## src/rtl/sha224_256_hash_engine_core_defines.svh

```systemverilog
// assertion macros for the hash engine
`ifndef SHA224_256_HASH_ENGINE_CORE_DEFINES_SVH
`define SHA224_256_HASH_ENGINE_CORE_DEFINES_SVH

// implication checked every clock, quiet while in reset
`define SHA_ASSERT_IMP(label, clk, rst_n, ante, cons, msg) \
    label: assert property (@(posedge clk) disable iff (!rst_n) (ante) |-> (cons)) \
        else $error(msg);

// next-cycle implication, quiet while in reset
`define SHA_ASSERT_NEXT(label, clk, rst_n, ante, cons, msg) \
    label: assert property (@(posedge clk) disable iff (!rst_n) (ante) |=> (cons)) \
        else $error(msg);

`endif

```

## src/rtl/sha_pkg.sv

```systemverilog
package sha_pkg;

    localparam int unsigned WordW   = 32;
    localparam int unsigned Rounds  = 64;
    localparam int unsigned RoundW  = 6;
    localparam logic [31:0] PadWord = 32'h8000_0000;
    localparam int unsigned DefaultMode = 0;

    // controller to datapath commands
    typedef enum logic [2:0] {
        OP_NONE,
        OP_PUSH,
        OP_ROUND,
        OP_FINISH,
        OP_RELOAD
    } t_op;

    typedef struct packed {
        t_op         op;
        logic [31:0] word;
        logic [RoundW-1:0] round;
        logic        load_vars;
        logic        mode;
    } t_cmd;

    function automatic logic [31:0] round_k(input logic [5:0] idx);
        logic [31:0] k;
        unique case (idx)
            6'd0:  k = 32'h428a2f98; 6'd1:  k = 32'h71374491;
            6'd2:  k = 32'hb5c0fbcf; 6'd3:  k = 32'he9b5dba5;
            6'd4:  k = 32'h3956c25b; 6'd5:  k = 32'h59f111f1;
            6'd6:  k = 32'h923f82a4; 6'd7:  k = 32'hab1c5ed5;
            6'd8:  k = 32'hd807aa98; 6'd9:  k = 32'h12835b01;
            6'd10: k = 32'h243185be; 6'd11: k = 32'h550c7dc3;
            6'd12: k = 32'h72be5d74; 6'd13: k = 32'h80deb1fe;
            6'd14: k = 32'h9bdc06a7; 6'd15: k = 32'hc19bf174;
            6'd16: k = 32'he49b69c1; 6'd17: k = 32'hefbe4786;
            6'd18: k = 32'h0fc19dc6; 6'd19: k = 32'h240ca1cc;
            6'd20: k = 32'h2de92c6f; 6'd21: k = 32'h4a7484aa;
            6'd22: k = 32'h5cb0a9dc; 6'd23: k = 32'h76f988da;
            6'd24: k = 32'h983e5152; 6'd25: k = 32'ha831c66d;
            6'd26: k = 32'hb00327c8; 6'd27: k = 32'hbf597fc7;
            6'd28: k = 32'hc6e00bf3; 6'd29: k = 32'hd5a79147;
            6'd30: k = 32'h06ca6351; 6'd31: k = 32'h14292967;
            6'd32: k = 32'h27b70a85; 6'd33: k = 32'h2e1b2138;
            6'd34: k = 32'h4d2c6dfc; 6'd35: k = 32'h53380d13;
            6'd36: k = 32'h650a7354; 6'd37: k = 32'h766a0abb;
            6'd38: k = 32'h81c2c92e; 6'd39: k = 32'h92722c85;
            6'd40: k = 32'ha2bfe8a1; 6'd41: k = 32'ha81a664b;
            6'd42: k = 32'hc24b8b70; 6'd43: k = 32'hc76c51a3;
            6'd44: k = 32'hd192e819; 6'd45: k = 32'hd6990624;
            6'd46: k = 32'hf40e3585; 6'd47: k = 32'h106aa070;
            6'd48: k = 32'h19a4c116; 6'd49: k = 32'h1e376c08;
            6'd50: k = 32'h2748774c; 6'd51: k = 32'h34b0bcb5;
            6'd52: k = 32'h391c0cb3; 6'd53: k = 32'h4ed8aa4a;
            6'd54: k = 32'h5b9cca4f; 6'd55: k = 32'h682e6ff3;
            6'd56: k = 32'h748f82ee; 6'd57: k = 32'h78a5636f;
            6'd58: k = 32'h84c87814; 6'd59: k = 32'h8cc70208;
            6'd60: k = 32'h90befffa; 6'd61: k = 32'ha4506ceb;
            6'd62: k = 32'hbef9a3f7; default: k = 32'hc67178f2;
        endcase
        return k;
    endfunction

    function automatic logic [31:0] init_hash(input logic mode, input logic [2:0] idx);
        logic [31:0] h;
        unique case ({mode, idx})
            4'd0:  h = 32'h6a09e667; 4'd1:  h = 32'hbb67ae85;
            4'd2:  h = 32'h3c6ef372; 4'd3:  h = 32'ha54ff53a;
            4'd4:  h = 32'h510e527f; 4'd5:  h = 32'h9b05688c;
            4'd6:  h = 32'h1f83d9ab; 4'd7:  h = 32'h5be0cd19;
            4'd8:  h = 32'hc1059ed8; 4'd9:  h = 32'h367cd507;
            4'd10: h = 32'h3070dd17; 4'd11: h = 32'hf70e5939;
            4'd12: h = 32'hffc00b31; 4'd13: h = 32'h68581511;
            4'd14: h = 32'h64f98fa7; default: h = 32'hbefa4fa4;
        endcase
        return h;
    endfunction

endpackage

```

## src/rtl/sha224_256_hash_engine_core.sv

```systemverilog
// sha-224/256 hash engine with built-in padding
// input: drive i_message_word, i_byte_count, i_final_word with start; a word
// is taken on a clock edge where start is high and busy is low
// a word that completes a block is followed by the 64 rounds and the chain add, with
// busy high until they are done; other words only fill the block; the sustained word rate is set by the
// single shared round unit
// a final word adds padding (one or two blocks) and then the
// digest: 8 words (7 in sha-224 mode) on o_digest_word, one per cycle, each
// marked by o_digest_valid for exactly one cycle; the receiver cannot stall
// mode: i_cfg_valid/o_cfg_ready write i_cfg_data while idle; this aborts any
// message and loads the initial hash of the new mode
// reset: synchronous, active low; after release the S_RESET state loads the sha-256
// initial values, then the block is idle
`include "sha224_256_hash_engine_core_defines.svh"

module sha224_256_hash_engine_core (
    input  logic        i_clk,
    input  logic        i_rst_n,
    input  logic        start,
    output logic        busy,
    input  logic [31:0] i_message_word,
    input  logic [2:0]  i_byte_count,
    input  logic        i_final_word,
    input  logic        i_cfg_valid,
    output logic        o_cfg_ready,
    input  logic        i_cfg_data,
    output logic        o_digest_valid,
    output logic [31:0] o_digest_word,
    output logic [2:0]  o_word_index,
    output logic        o_last_of_digest
);

    sha_pkg::t_cmd cmd;
    logic [31:0]   hash [8];

    sha_control u_ctrl (
        .i_clk            (i_clk),
        .i_rst_n          (i_rst_n),
        .i_start          (start),
        .i_message_word   (i_message_word),
        .i_byte_count     (i_byte_count),
        .i_final_word     (i_final_word),
        .i_cfg_valid      (i_cfg_valid),
        .i_cfg_data       (i_cfg_data),
        .i_hash           (hash),
        .o_busy           (busy),
        .o_cfg_ready      (o_cfg_ready),
        .o_cmd            (cmd),
        .o_digest_valid   (o_digest_valid),
        .o_digest_word    (o_digest_word),
        .o_word_index     (o_word_index),
        .o_last_of_digest (o_last_of_digest)
    );

    sha_datapath u_dp (
        .i_clk  (i_clk),
        .i_cmd  (cmd),
        .o_hash (hash)
    );

    `SHA_ASSERT_IMP(a_last_has_strobe, i_clk, i_rst_n, o_last_of_digest, o_digest_valid,
        "last flag without digest strobe")
    `SHA_ASSERT_IMP(a_no_ready_when_busy, i_clk, i_rst_n, busy, !o_cfg_ready,
        "config ready while busy")
    `SHA_ASSERT_NEXT(a_last_ends_digest, i_clk, i_rst_n, o_last_of_digest, !o_digest_valid,
        "digest strobe after last word")

endmodule

```

## src/rtl/sha_datapath.sv

```systemverilog
module sha_datapath (
    input  logic              i_clk,
    input  sha_pkg::t_cmd     i_cmd,
    output logic [31:0]       o_hash [8]
);

    logic [31:0] r_hash [8];
    logic [31:0] r_var  [8];
    logic [31:0] r_win  [16];

    logic [31:0] a, b, c, d, e, f, g, h;
    logic [31:0] x15, x2, x7, x16, s0, s1, w_new, w, big0, big1, chv, maj, t1, t2;
    logic [3:0]  t_idx;

    assign t_idx = i_cmd.round[3:0];

    always_comb begin
        // at load, round uses the chain values directly
        a = i_cmd.load_vars ? r_hash[0] : r_var[0];
        b = i_cmd.load_vars ? r_hash[1] : r_var[1];
        c = i_cmd.load_vars ? r_hash[2] : r_var[2];
        d = i_cmd.load_vars ? r_hash[3] : r_var[3];
        e = i_cmd.load_vars ? r_hash[4] : r_var[4];
        f = i_cmd.load_vars ? r_hash[5] : r_var[5];
        g = i_cmd.load_vars ? r_hash[6] : r_var[6];
        h = i_cmd.load_vars ? r_hash[7] : r_var[7];
        x15   = r_win[t_idx + 4'd1];
        x2    = r_win[t_idx + 4'd14];
        x7    = r_win[t_idx + 4'd9];
        x16   = r_win[t_idx];
        s0    = {x15[6:0], x15[31:7]} ^ {x15[17:0], x15[31:18]} ^ (x15 >> 3);
        s1    = {x2[16:0], x2[31:17]} ^ {x2[18:0], x2[31:19]} ^ (x2 >> 10);
        w_new = x16 + s0 + x7 + s1;
        w     = (i_cmd.round[5:4] != 2'd0) ? w_new : x16;
        big1  = {e[5:0], e[31:6]} ^ {e[10:0], e[31:11]} ^ {e[24:0], e[31:25]};
        chv   = (e & f) ^ (~e & g);
        t1    = h + big1 + chv + sha_pkg::round_k(i_cmd.round) + w;
        big0  = {a[1:0], a[31:2]} ^ {a[12:0], a[31:13]} ^ {a[21:0], a[31:22]};
        maj   = (a & b) ^ (a & c) ^ (b & c);
        t2    = big0 + maj;
    end

    always_ff @(posedge i_clk) begin
        unique case (i_cmd.op)
            sha_pkg::OP_PUSH: begin
                r_win[t_idx] <= i_cmd.word;
            end
            sha_pkg::OP_ROUND: begin
                r_win[t_idx] <= w;
                r_var[0] <= t1 + t2;
                r_var[1] <= a;
                r_var[2] <= b;
                r_var[3] <= c;
                r_var[4] <= d + t1;
                r_var[5] <= e;
                r_var[6] <= f;
                r_var[7] <= g;
            end
            sha_pkg::OP_FINISH: begin
                for (int i = 0; i < 8; i++) begin
                    r_hash[i] <= r_hash[i] + r_var[i];
                end
            end
            sha_pkg::OP_RELOAD: begin
                for (int i = 0; i < 8; i++) begin
                    r_hash[i] <= sha_pkg::init_hash(i_cmd.mode, 3'(i));
                end
            end
            default: begin
            end
        endcase
    end

    assign o_hash = r_hash;

endmodule

```

## src/rtl/sha_control.sv

```systemverilog
module sha_control (
    input  logic              i_clk,
    input  logic              i_rst_n,
    input  logic              i_start,
    input  logic [31:0]       i_message_word,
    input  logic [2:0]        i_byte_count,
    input  logic              i_final_word,
    input  logic              i_cfg_valid,
    input  logic              i_cfg_data,
    input  logic [31:0]       i_hash [8],
    output logic              o_busy,
    output logic              o_cfg_ready,
    output sha_pkg::t_cmd     o_cmd,
    output logic              o_digest_valid,
    output logic [31:0]       o_digest_word,
    output logic [2:0]        o_word_index,
    output logic              o_last_of_digest
);

    localparam logic [2:0] S_RESET  = 3'd0;
    localparam logic [2:0] S_IDLE   = 3'd1;
    localparam logic [2:0] S_ROUND  = 3'd2;
    localparam logic [2:0] S_FINISH = 3'd3;
    localparam logic [2:0] S_PAD    = 3'd4;
    localparam logic [2:0] S_OUT    = 3'd5;

    logic [2:0]  r_state, n_state;
    logic        r_mode, n_mode;
    logic [3:0]  r_wib, n_wib;
    logic [63:0] r_len, n_len;
    logic [5:0]  r_round, n_round;
    logic        r_final, n_final;
    logic        r_pend80, n_pend80;
    logic [2:0]  r_oidx, n_oidx;
    logic        r_ov, n_ov;
    logic [31:0] r_od, n_od;
    logic [2:0]  r_oi, n_oi;
    logic        r_ol, n_ol;
    logic        r_done_len, n_done_len;
    logic        r_len_ok, n_len_ok;
    logic [2:0]  cnt;
    logic [31:0] mask, padw;
    logic        accept;

    assign o_busy       = (r_state != S_IDLE);
    assign o_cfg_ready  = (r_state == S_IDLE) && !i_start;
    assign accept       = i_start && !o_busy;
    assign cnt          = (i_byte_count > 3'd4) ? 3'd4 : i_byte_count;
    assign mask         = ~(32'hffff_ffff >> {cnt[1:0], 3'b000});
    assign padw         = (i_message_word & mask) | (sha_pkg::PadWord >> {cnt[1:0], 3'b000});

    always_comb begin
        n_state  = r_state;
        n_mode   = r_mode;
        n_wib    = r_wib;
        n_len    = r_len;
        n_round  = r_round;
        n_final  = r_final;
        n_pend80 = r_pend80;
        n_len_ok = r_len_ok;
        n_oidx   = r_oidx;
        n_ov     = 1'b0;
        n_od     = r_od;
        n_oi     = r_oi;
        n_ol     = 1'b0;
        o_cmd    = '{op: sha_pkg::OP_NONE, word: '0, round: r_round,
                     load_vars: 1'b0, mode: r_mode};
        unique case (r_state)
            S_RESET: begin
                o_cmd.op = sha_pkg::OP_RELOAD;
                n_state  = S_IDLE;
            end
            S_IDLE: begin
                if (i_cfg_valid && o_cfg_ready) begin
                    n_mode     = i_cfg_data;
                    n_wib      = '0;
                    n_len      = '0;
                    o_cmd.op   = sha_pkg::OP_RELOAD;
                    o_cmd.mode = i_cfg_data;
                end else if (accept) begin
                    o_cmd.op    = sha_pkg::OP_PUSH;
                    o_cmd.round = {2'b00, r_wib};
                    n_wib       = r_wib + 4'd1;
                    n_final     = i_final_word;
                    n_pend80    = 1'b0;
                    if (!i_final_word) begin
                        o_cmd.word = i_message_word;
                        n_len      = r_len + 64'd32;
                    end else begin
                        n_len = r_len + {58'd0, cnt, 3'b000};
                        // length fits only if the pad word lands at slot 13 or below
                        n_len_ok = (cnt == 3'd4) ? (r_wib < 4'd13) : (r_wib < 4'd14);
                        if (cnt == 3'd4) begin
                            o_cmd.word = i_message_word;
                            n_pend80   = 1'b1;
                        end else begin
                            o_cmd.word = padw;
                        end
                    end
                    if (r_wib == 4'd15) begin
                        n_state = S_ROUND;
                        n_round = '0;
                    end else if (i_final_word) begin
                        n_state = S_PAD;
                    end
                end
            end
            S_PAD: begin
                // pad byte first if still pending, then zeros, length in the last two slots when it fits
                o_cmd.op    = sha_pkg::OP_PUSH;
                o_cmd.round = {2'b00, r_wib};
                n_wib       = r_wib + 4'd1;
                if (r_pend80) begin
                    o_cmd.word = sha_pkg::PadWord;
                    n_pend80   = 1'b0;
                end else if (r_len_ok && r_wib == 4'd14) begin
                    o_cmd.word = r_len[63:32];
                end else if (r_len_ok && r_wib == 4'd15) begin
                    o_cmd.word = r_len[31:0];
                end else begin
                    o_cmd.word = '0;
                end
                if (r_wib == 4'd15) begin
                    n_state = S_ROUND;
                    n_round = '0;
                end
            end
            S_ROUND: begin
                o_cmd.op        = sha_pkg::OP_ROUND;
                o_cmd.load_vars = (r_round == '0);
                n_round         = r_round + 6'd1;
                if (r_round == 6'(sha_pkg::Rounds - 1)) begin
                    n_state = S_FINISH;
                end
            end
            S_FINISH: begin
                o_cmd.op = sha_pkg::OP_FINISH;
                n_round  = '0;
                n_len_ok = 1'b1;
                if (!r_final) begin
                    n_state = S_IDLE;
                end else if (r_done_len) begin
                    n_state = S_OUT;
                end else begin
                    // pad byte or length still to come in a further block
                    n_state = S_PAD;
                end
            end
            S_OUT: begin
                n_ov   = 1'b1;
                n_od   = i_hash[r_oidx];
                n_oi   = r_oidx;
                n_ol   = (r_oidx == (r_mode ? 3'd6 : 3'd7));
                n_oidx = r_oidx + 3'd1;
                if (n_ol) begin
                    n_state  = S_RESET;
                    n_oidx   = '0;
                    n_wib    = '0;
                    n_len    = '0;
                    n_final  = 1'b0;
                end
            end
            default: begin
                n_state = S_RESET;
            end
        endcase
    end

    // set when the block just pushed held the length words
    always_comb begin
        n_done_len = r_done_len;
        if (o_cmd.op == sha_pkg::OP_PUSH && o_cmd.round[3:0] == 4'd15) begin
            n_done_len = r_final && (r_state == S_PAD) && !r_pend80 && r_len_ok;
        end
        if (r_state == S_OUT || r_state == S_RESET) begin
            n_done_len = 1'b0;
        end
    end

    always_ff @(posedge i_clk) begin
        if (!i_rst_n) begin
            r_state    <= S_RESET;
            r_mode     <= 1'(sha_pkg::DefaultMode);
            r_wib      <= '0;
            r_len      <= '0;
            r_round    <= '0;
            r_final    <= 1'b0;
            r_pend80   <= 1'b0;
            r_len_ok   <= 1'b0;
            r_oidx     <= '0;
            r_ov       <= 1'b0;
            r_ol       <= 1'b0;
            r_done_len <= 1'b0;
        end else begin
            r_state    <= n_state;
            r_mode     <= n_mode;
            r_wib      <= n_wib;
            r_len      <= n_len;
            r_round    <= n_round;
            r_final    <= n_final;
            r_pend80   <= n_pend80;
            r_len_ok   <= n_len_ok;
            r_oidx     <= n_oidx;
            r_ov       <= n_ov;
            r_ol       <= n_ol;
            r_done_len <= n_done_len;
        end
    end

    always_ff @(posedge i_clk) begin
        r_od <= n_od;
        r_oi <= n_oi;
    end

    assign o_digest_valid   = r_ov;
    assign o_digest_word    = r_od;
    assign o_word_index     = r_oi;
    assign o_last_of_digest = r_ol;

endmodule
```

## config.mk

```make
export PLATFORM = sky130hd
export DESIGN_NAME = sha224_256_hash_engine_core
export DESIGN_NICKNAME = d
export VERILOG_FILES = /design/src/rtl/sha_pkg.sv /design/src/rtl/sha224_256_hash_engine_core.sv /design/src/rtl/sha_datapath.sv /design/src/rtl/sha_control.sv
export VERILOG_INCLUDE_DIRS = /design/src /design/src/rtl
export SDC_FILE = /design/constraint.sdc
export NUM_CORES = 2
export LEC_CHECK = 0
export ABC_CLOCK_PERIOD_IN_PS = 62200
export BUFFER_PORTS_ARGS = -buffer_cell sky130_fd_sc_hd__buf_4
export CAP_MARGIN = 20
export CELL_PAD_IN_SITES_DETAIL_PLACEMENT = 0
export CELL_PAD_IN_SITES_GLOBAL_PLACEMENT = 1
export CORE_MARGIN = 2
export CORE_UTILIZATION = 28
export CTS_CLUSTER_SIZE = 12
export DETAILED_ROUTE_END_ITERATION = 7
export GPL_ROUTABILITY_DRIVEN = 0
export PLACE_DENSITY_LB_ADDON = 0.1
export RECOVER_POWER = 50
export SYNTH_ARGS = -nofsm -noshare
export SYNTH_HDL_FRONTEND = slang
export SYNTH_SLANG_ARGS = --single-unit
```

## constraint.sdc

```tcl
create_clock -name i_clk -period 62.2 [get_ports i_clk]
set_input_delay 12.44 -clock i_clk [delete_from_list [all_inputs] [get_ports i_clk]]
set_output_delay 12.44 -clock i_clk [all_outputs]
set_load 0.1 [all_outputs]
```

==> run metrics <==
status complete, but fails checks; failing checks DRC, capacitance limit, slew limit; DR vias 61,035; Syn-to-layout area delta 12.9%; gr usage total 22.1%; cell area after synthesis 81,300 um2; postcts setup bufs 0; Die W 543 um; crit path launch type input pin; vias in the first global route 61,540; distinct cell type count after synthesis 95; Syn Area/Cell 11.0 um2; CTS buffer count 158; EDFF count, synth 1,059; Hold Crit Class flip-flop to flip-flop; Reg clk slew, reported paths 0.06 ns; Fin Clk Skew 0.0882 ns; Final setup viols 0; Initial DRC Count 5,339; DR WL/cell 29.1 um; Worst Max-Slew Pin Slew 7.11 ns; Maximum Capacitance Violations 38; Worst path max stage delay 3.64 ns; Max clock buf depth 4; slew margin rel. -374%; met3 WL 15.1 mm; H-tree levels 4; Hold Path Depth 2; Mapped Nets 8,027; Final Slew Violations 1,523; setup tns final 0 ns; critical path class input pin to flip-flop; length of routed wiring on met1 152 mm; initial antenna violation count 26; cells after synthesis 7,394; largest fanout on the critical path 72; # DRC 9; Final Hold Fails 0; row cnt 197; largest net degree at the start of global routing 118; Post-synth ARST share 0%; top cell type's share of synthesized area 39.1%; count leader, synth edfxtp_1; post-synth top area cell edfxtp_1; path depth of the worst reg2reg path 38; Critical Path RT 62.76 ns; via density per instance 5.35; Initial Util 28.2%; min Tclk post-route 32.09 ns; CP dominant cell by count a21oi_1; CTS tree yes; Clock Tree Root clkbuf_16; met2 WL 157 mm; I/O Buffers 79; die area 295,000 um2; antenna-violating nets left 0; highest metal used met5; synth cell count leaders 1,059 x edfxtp_1, 631 x nand2_1, 524 x mux2i_1; Worst-Skew Late Latency 0.88 ns; dpl hpwl 239 mm; CTS Hold Bufs 0; drt pass-1 iters 8; synthesis-stage register bit count 1,143; Fmax 0.0312 GHz; Crit. End Element flip-flop; core area 288,000 um2; share of cells above drive strength 1 10.2%; ys flop type edfxtp_1; PostCTS Resize Cnt 0; layout net count 8,142; Synth area leaders edfxtp_1 39%, mux2i_1 6.5%, ha_1 6.2%; synth warn 0; RSZ-0062 raised after global routing false; crit share post-route 51.6%; die height 543 um; wire length of the first global-routing pass 469 mm; Worst Path Arrival 32.65 ns; Total Wirelength 332 mm; io pins 80; register area share after synthesis 41.2%; Worst path slowest cell clkinvlp_2; CTS Sinks 1,143; total congestion overflow 0
-- flip-flops by register name, summed over array words and instances, names as in the netlist, 3 cells and up --
register	flops
u_dp.r_win	512
u_dp.o_hash	256
u_dp.r_var	256
u_ctrl.r_len	61
u_ctrl.o_digest_word	32
u_ctrl.r_round	6
u_ctrl.r_wib	4
u_ctrl.o_word_index	3
u_ctrl.r_oidx	3
u_ctrl.r_state	3
-- cell type report --
cell class / instances / area, um2
fillers: 29320 / 197000
multi-input cells: 5491 / 45100
flip-flops and latches: 1143 / 33500
well taps: 3781 / 4730
clock buffers: 201 / 4240
repair buffers: 298 / 1850
inverters: 417 / 1580
clock inverters: 79 / 792
diodes: 7 / 17.5
-- per-layer routing --
| metal | vias up | global-route usage (%) |
|---|---|---|
| met5 | - | 0 |
| met4 | 2 | 5.30 |
| met3 | 363 | 2.27 |
| met2 | 1657 | 36.9 |
| met1 | 31185 | 30.6 |
| li1 | 27828 | - |
-- path summary, 6_finish.rpt --
path | startpoint | end | slack (ns)
setup reg to reg | u_ctrl.r_state[1] | u_dp.r_var[0][30] | 39.56
hold / removal | u_ctrl.r_done_len | u_ctrl.r_done_len | 0.48
setup / recovery | start | u_dp.r_var[0][31] | 30.11
hold reg to reg | u_ctrl.r_done_len | u_ctrl.r_done_len | 0.48
-- metrics by stage --
stage	util [%]	hold slack, ns	setup WS [ns]	instance area, um2	cells
5_1_grt	31.8	0.522	28.87	91800	11412
3_3_place_gp	30.3	0.470	34.11	87300	11121
4_1_cts	32.0	0.480	34.96	92400	11405
6_report	31.8	0.482	30.11	91800	11417
2_1_floorplan	-	0.406	35.90	81300	7394
3_5_place_dp	30.3	0.473	34.09	87300	11125
-- worst max-delay path: cells and delay by family --
| family | cells | cell delay, ns |
|---|---|---|
| compound gates | 19 | 5.36 |
| xor+xnor | 5 | 0.81 |
| fa+ha+maj | 9 | 5.60 |
| buf+inv | 9 | 5.63 |
| mux | 3 | 1.17 |
| simple gates | 7 | 1.42 |
-- cell families (layout without fill, tap and decap cells) --
logic type / after synthesis / in the layout / share of synthesized area [%]
muxes: 943 / 943 / 15.2
buffers and inverters: 760 / 995 / 3.58
DFF: 1143 / 1143 / 41.2
xor gates and xnor gates: 609 / 609 / 6.63
adders and majority gates: 605 / 605 / 11.0
AOI/OAI and AO/OA: 1578 / 1578 / 12.5
other: 0 / 7 / 0
and+or+nand+nor: 1756 / 1756 / 9.87
-- placed cells by master, fill, tap and decap left out, drive strengths merged, types with 183 or more instances in the layout --
cell type and instances:
fa 187, xnor2 401, mux2 204, mux4 215
edfxtp 1059, a21oi 376, mux2i 524, xor2 206
clkbuf 316, inv 416, nand3 209, ha 405
nor2 432, nand2 631, buf 183, o21ai 419
Power is not shown: default switching activity piles up to over one toggle a cycle in this logic, so the estimate is an artifact.
